### config.mk
export PLATFORM = sky130hd
export DESIGN_NAME = rtbmp_mont_mac
export DESIGN_NICKNAME = d
export VERILOG_FILES = /design/src/rtl/rtbmp_pkg.sv /design/src/rtl/rtbmp_mont_mac.sv
export SDC_FILE = /design/constraint.sdc
export NUM_CORES = 2
export LEC_CHECK = 0
export BUFFER_PORTS_ARGS = -buffer_cell sky130_fd_sc_hd__buf_2
export CORE_ASPECT_RATIO = 0.6
export CORE_MARGIN = 5
export CORE_UTILIZATION = 55
export DETAILED_ROUTE_END_ITERATION = 7
export PLACE_DENSITY = 0.85
export SYNTH_ARGS = -nofsm -noshare
export SYNTH_HDL_FRONTEND = slang
export SYNTH_SLANG_ARGS = --single-unit
### constraint.sdc
create_clock -name clk_i -period 6.45 [get_ports clk_i]
set_input_delay 1.29 -clock clk_i [delete_from_list [all_inputs] [get_ports clk_i]]
set_output_delay 1.29 -clock clk_i [all_outputs]
set_load 0.01 [all_outputs]
### src/rtl/rtbmp_pkg.sv
package rtbmp_pkg;

  // Field widths of the two channels.
  localparam int unsigned INDEX_W        = 63;
  localparam int unsigned TERM_W         = 30;
  localparam int unsigned INDEX_BITS_DEF = 63;

  // Matrix storage: 4x4 entries per matrix, one region of the RAM per matrix.
  localparam int unsigned ENTRY_W     = 4;
  localparam int unsigned REGION_W    = 2;
  localparam int unsigned RAM_ADDR_W  = REGION_W + ENTRY_W;
  localparam int unsigned RAM_DEPTH   = 2 ** RAM_ADDR_W;

  // Modulus and Montgomery constants (R = 2^32).
  localparam int unsigned MONT_W = 32;
  localparam logic [TERM_W-1:0] PRIME = 30'd1000000007;
  localparam logic [TERM_W-1:0] MONT_ONE = TERM_W'(64'h1_0000_0000 % 64'(PRIME));

  // Entries of the identity and of the companion matrix, index row*4+col.
  localparam logic [15:0] IDENT_MASK     = 16'b1000_0100_0010_0001;
  localparam logic [15:0] COMPANION_MASK = 16'b1000_0010_0001_1101;

  typedef struct packed {
    logic                 valid;
    logic                 first;
    logic                 last;
    logic [ENTRY_W-1:0]   tag;
  } mac_ctl_t;

  typedef struct packed {
    logic                 valid;
    logic [ENTRY_W-1:0]   tag;
  } mac_res_t;

  // -p^-1 mod 2^32 by Newton iteration; each pass doubles the correct bits.
  function automatic logic [MONT_W-1:0] mont_pinv();
    logic [MONT_W-1:0] inv;
    logic [MONT_W-1:0] p32;
    p32 = MONT_W'(PRIME);
    inv = p32;
    for (int i = 0; i < 5; i++) begin
      inv = inv * (MONT_W'(2) - p32 * inv);
    end
    return ~inv + MONT_W'(1);
  endfunction

  localparam logic [MONT_W-1:0] MONT_PINV = mont_pinv();

  // Start vector (10, 6, 3, 3) of the final dot product.
  function automatic logic [TERM_W-1:0] start_vec(input logic [1:0] k);
    logic [TERM_W-1:0] v;
    unique case (k)
      2'd0: v = TERM_W'(10);
      2'd1: v = TERM_W'(6);
      2'd2: v = TERM_W'(3);
      2'd3: v = TERM_W'(3);
      default: v = '0;
    endcase
    return v;
  endfunction

  // Terms 0 to 4 are n(n+1)/2.
  function automatic logic [TERM_W-1:0] small_term(input logic [2:0] n);
    logic [TERM_W-1:0] v;
    unique case (n)
      3'd0: v = TERM_W'(0);
      3'd1: v = TERM_W'(1);
      3'd2: v = TERM_W'(3);
      3'd3: v = TERM_W'(6);
      3'd4: v = TERM_W'(10);
      default: v = '0;
    endcase
    return v;
  endfunction

  // Starting matrices in Montgomery form: sel 0 is identity, 1 is companion.
  function automatic logic [TERM_W-1:0] init_entry(input logic sel,
                                                    input logic [ENTRY_W-1:0] idx);
    logic bit_set;
    bit_set = sel ? COMPANION_MASK[idx] : IDENT_MASK[idx];
    return bit_set ? MONT_ONE : '0;
  endfunction

endpackage

### src/rtl/rtbmp_mont_mac.sv
// Pipelined multiply-accumulate with Montgomery reduction (R = 2^32).
// A run of operand pairs from first to last gives one reduced result.
module rtbmp_mont_mac (
  input  logic                            clk_i,
  input  logic                            rst_ni,
  input  rtbmp_pkg::mac_ctl_t             ctl_i,
  input  logic [rtbmp_pkg::TERM_W-1:0]    a_i,
  input  logic [rtbmp_pkg::TERM_W-1:0]    b_i,
  output rtbmp_pkg::mac_res_t             res_o,
  output logic [rtbmp_pkg::TERM_W-1:0]    res_data_o,
  output logic                            busy_o
);

  localparam int unsigned PROD_W = 2 * rtbmp_pkg::TERM_W;
  localparam int unsigned ACC_W  = PROD_W + 2;
  localparam int unsigned MW     = rtbmp_pkg::MONT_W;
  localparam int unsigned EW     = rtbmp_pkg::ENTRY_W;

  rtbmp_pkg::mac_ctl_t ctl1_q;
  logic [PROD_W-1:0]   prod_q;
  logic [PROD_W-1:0]   prod_d;

  logic                v2_q, v3_q, v4_q, v5_q, v6_q;
  logic [EW-1:0]       tag2_q, tag3_q, tag4_q, tag5_q, tag6_q;
  logic [ACC_W-1:0]    acc_q, acc_d;
  logic [MW-1:0]       m_q, m_d;
  logic [ACC_W-1:0]    x1_q, x2_q;
  logic [ACC_W-1:0]    mp_q, mp_d;
  logic [ACC_W:0]      sum_d;
  logic [rtbmp_pkg::TERM_W:0] t_q;
  logic [rtbmp_pkg::TERM_W-1:0] res_q, res_d;

  assign prod_d = PROD_W'(a_i) * PROD_W'(b_i);
  assign acc_d  = (ctl1_q.first ? '0 : acc_q) + ACC_W'(prod_q);
  assign m_d    = acc_q[MW-1:0] * rtbmp_pkg::MONT_PINV;
  assign mp_d   = ACC_W'(m_q) * ACC_W'(rtbmp_pkg::PRIME);
  // The low 32 bits of the sum are zero by construction.
  assign sum_d  = {1'b0, x2_q} + {1'b0, mp_q};
  assign res_d  = (t_q >= {1'b0, rtbmp_pkg::PRIME}) ?
                  rtbmp_pkg::TERM_W'(t_q - {1'b0, rtbmp_pkg::PRIME}) :
                  rtbmp_pkg::TERM_W'(t_q);

  always_ff @(posedge clk_i or negedge rst_ni) begin
    if (!rst_ni) begin
      ctl1_q <= '0;
      v2_q   <= 1'b0;
      v3_q   <= 1'b0;
      v4_q   <= 1'b0;
      v5_q   <= 1'b0;
      v6_q   <= 1'b0;
    end else begin
      ctl1_q <= ctl_i;
      v2_q   <= ctl1_q.valid & ctl1_q.last;
      v3_q   <= v2_q;
      v4_q   <= v3_q;
      v5_q   <= v4_q;
      v6_q   <= v5_q;
    end
  end

  always_ff @(posedge clk_i) begin
    prod_q <= prod_d;
    if (ctl1_q.valid) begin
      acc_q <= acc_d;
    end
    tag2_q <= ctl1_q.tag;
    m_q    <= m_d;
    x1_q   <= acc_q;
    tag3_q <= tag2_q;
    mp_q   <= mp_d;
    x2_q   <= x1_q;
    tag4_q <= tag3_q;
    t_q    <= sum_d[ACC_W:MW];
    tag5_q <= tag4_q;
    res_q  <= res_d;
    tag6_q <= tag5_q;
  end

  assign res_o.valid = v6_q;
  assign res_o.tag   = tag6_q;
  assign res_data_o  = res_q;
  assign busy_o      = ctl_i.valid | ctl1_q.valid | v2_q | v3_q | v4_q | v5_q | v6_q;

endmodule

==> results.toml <==
[sta]
max_freq_mhz = 126
finalHoldViolCount = 0
report.final.setup_viol = 78
timing_worst_slew_pin_value_ns = 1.25
slew_viol_final = 0
finalCritPeriodShare_pct = 123
setup_ws_ns = -1.48
rsz_0062_raised_after_global_routing = "true"
fin_worst_skew_ns = 0.0312
slew_headroom_pct = 16.2
final.min_clock_period_ns = 7.93
final.setup.tns_ns = -56.58

[logic_synthesis]
synth_area_per_inst_um2 = 9.72
synthDistinctLibCells = 88
netlist.top_cell.by_area = "fa_1"
synthesis.instances = 7163
mappedNetlistArea_um2 = 69600
ys_ff_latch = 429
syn-num-nets = 9468
ys_top_cells_by_area = "fa_1 38%, ha_1 16%, dfxtp_1 10%"
synthDominantCellAreaShare_pct = 37.9
number_of_flops_mapped_to_enable_cells_by_yosys = 62
synth_flop_cell = "dfxtp_1"
synthesis.yosys.warnings = 0
synth-async-reset-ratio_pct = 2.80
synth_seq_area_share_pct = 13.3

[route]
drc_violations = 0
remaining_antenna_violation_count = 0
detail_route.vias_per_cell = 5.64
drt_first_pass_iters = 7
dr.first_iter.drc_count = 5802
wire_per_inst_um = 22.3
via_count = 54200
totalWireLength_um = 214000

[worst_hold_path]
worst_hold_path.endpoint = "x2_q[41]$_DFF_P_"
holdPathStages = 0
hold_path.class = "reg -> reg"
holdCritStartpoint = "x1_q[41]$_DFF_P_"

[global_routing]
antenna_violations_before_repair = 15
globalRoute.totalOverflow = 0
grt_pass1_wl_um = 325000
grt_max_degree = 60
grt.total_usage_pct = 31.1
first_global_vias = 57200

[floorplan]
floorplan.initialDensity_pct = 55.2
placeableCoreArea_um2 = 126000
dieWidth_um = 469
chipHeight_um = 286
die-area_um2 = 134000
rows = 101
top_level_ports = 105

[placed_design]
buffer_ports.inserted = 104
preCtsSetupSlack_ns = -2.52
hpwlAfterDp_um = 174000
gp_congestion = 1.03
placement.cell_area_um2 = 77200

[worst_setup_path]
critPathMaxFanout = 15
crit_path_start_kind = "input pin"
r2r.worst_path.cells = 23
cp.required_ns = 7.00
crit_top_cell = "fa_1"
worst_setup_path_end_kind = "flip-flop"
criticalPathCategory = "in -> reg"
regToRegStartpoint = "m_q[3]$_DFF_P_"
flop_to_flop_setup_slack_ns = -0.87
critical_path_arrival_ns = 8.48
timing.rr.end = "mp_q[61]$_DFF_P_"
critical_path.max_stage_delay_ns = 0.55
crit_path_top_delay_cell = "fa_1"
cp-startpoint = "b_i[9]"

[finish]
share_of_layout_cells_above_drive_strength_1_pct = 18.2
num-fill-cells = 8975
final_nets = 10200
post-route-cell-area_um2 = 82100
flow.area_growth_from_synthesis_pct = 18.0

[clock_tree]
clock_insertion_delay_at_the_later_pin_of_the_skew_report_ns = 0.63
tritoncts.num_buffers = 42
cts.reportedPaths.clkPinSlew_ns = 0.07
numClockSinks = 429
tritoncts = "yes"
cts_htree_levels = 2
clk_root_buf = "clkbuf_16"
clk_path_buf_depth = 3

[run]
drv.max_cap_violation_count = 0

[run_status]
status = "finished with violations"
violations_in_the_final_reports = "negative setup slack"
## worst max-delay path, delay by kind of cell
kind / cells / cell delay (ns)
AO/OA/AOI/OAI: 9 / 2.05
XOR/XNOR: 1 / 0.14
adder cells (fa/ha/maj): 9 / 3.88
buffers and inverters: 9 / 0.93
AND/OR/NAND/NOR: 1 / 0.15
## area by class of cell
cell class | count | area [um2] | area share (%)
Multi-Input combinational cell | 4838 | 55600 | 67.7
Sequential cell | 429 | 9330 | 11.4
Clock buffer | 56 | 1270 | 1.55
Inverter | 1663 | 6240 | 7.60
Tap cell | 1699 | 2130 | 2.59
Timing Repair Buffer | 889 | 7300 | 8.88
Clock inverter | 22 | 287 | 0.349
Antenna cell | 9 | 22.5 | 0.0274
## timing repair
action / 4_1_cts / 5_1_grt
gates cloned: 1 / 1
endpoints found under the setup margin: 82 / 92
buffers inserted: 51 / 59
resized for setup: 352 / 245
hold buffers: 0 / 0
pin swaps: 173 / 238
## synth_stat cells, types with 12 or more instances
master / instances
xor2_1: 73
dfxtp_1: 355
and2_1: 535
nand2b_1: 29
dfrtp_1: 12
o21a_1: 18
a211oi_1: 29
a31oi_1: 23
a21oi_1: 248
and3_1: 25
o21ai_0: 124
clkbuf_1: 227
nand3_1: 53
nand4_1: 44
fa_1: 1318
nand2_1: 549
inv_1: 1663
o211ai_1: 18
o21bai_1: 48
edfxtp_1: 62
nor2b_1: 80
a221oi_1: 14
nor2_1: 153
a21o_1: 108
o31ai_1: 12
xnor2_1: 203
nor3_1: 44
ha_1: 918
## metal layers
metal  vias to the layer above  routed length, um  part of all wire (%)  track usage (%)
li1                      23500                  -                     -                -
met1                     26700              88300                    41             44.8
met2                      3453              87100                    41             43.7
met3                       522              32700                    15             13.5
met4                        10               5620                   2.6             5.76
met5                         -                 69                 0.032                0
## cell usage in the layout (no fill, tap or decap), types with 25 or more instances in the layout
cell type / instances
a21oi_2: 32
o21bai_1: 44
a21oi_1: 215
inv_2: 62
buf_12: 25
a21o_1: 108
nand4_1: 44
nand3_1: 52
and2_4: 47
xor2_1: 68
nand2b_1: 29
buf_6: 83
o21ai_0: 97
dfxtp_1: 337
xnor2_1: 180
nor2b_1: 78
fa_2: 67
nor2_1: 142
and2_1: 488
edfxtp_1: 62
nor3_1: 39
buf_4: 699
ha_1: 849
ha_4: 62
clkbuf_16: 49
inv_1: 1601
nand2_1: 533
buf_2: 63
fa_1: 1251
## worst max-delay path by stage
stage / end / cells after the start
after detailed placement: prod_q[44]$_DFF_P_ / 27
after CTS: prod_q[59]$_DFF_P_ / 25
after global placement: prod_q[44]$_DFF_P_ / 27
after global routing: prod_q[59]$_DFF_P_ / 28
after floorplan: prod_q[59]$_DFF_P_ / 24
final: prod_q[59]$_DFF_P_ / 29
## kinds of logic after synthesis
group                      Yosys count  share of synthesized area, %
DFF                                429                          13.3
adders and majority gates         2236                          54.4
AOI/OAI and AO/OA                  757                          7.10
muxes                                4                        0.0611
xor gates and xnor gates           276                          3.47
and+or+nand+nor                   1565                          11.4
buffers and inverters             1896                          10.2
## flip-flops by register name (all words and copies together) (netlist names), 29 cells and up
signal,flops
t_q,31
prod_q,60
acc_q,62
mp_q,62
res_data_o,30
x1_q,62
x2_q,61
m_q,29
## per-stage QoR
step,utilization (%),hold WS (ns),std cells
finish,65.1,0.325,9605
global route,65.1,0.330,9601
CTS,64.0,0.322,9547
detailed placement,61.2,0.312,9422
global placement,61.2,0.312,9422
floorplan,-,0.310,7163
Power is not shown: default switching activity piles up to over one toggle a cycle in this logic, so the estimate is an artifact.
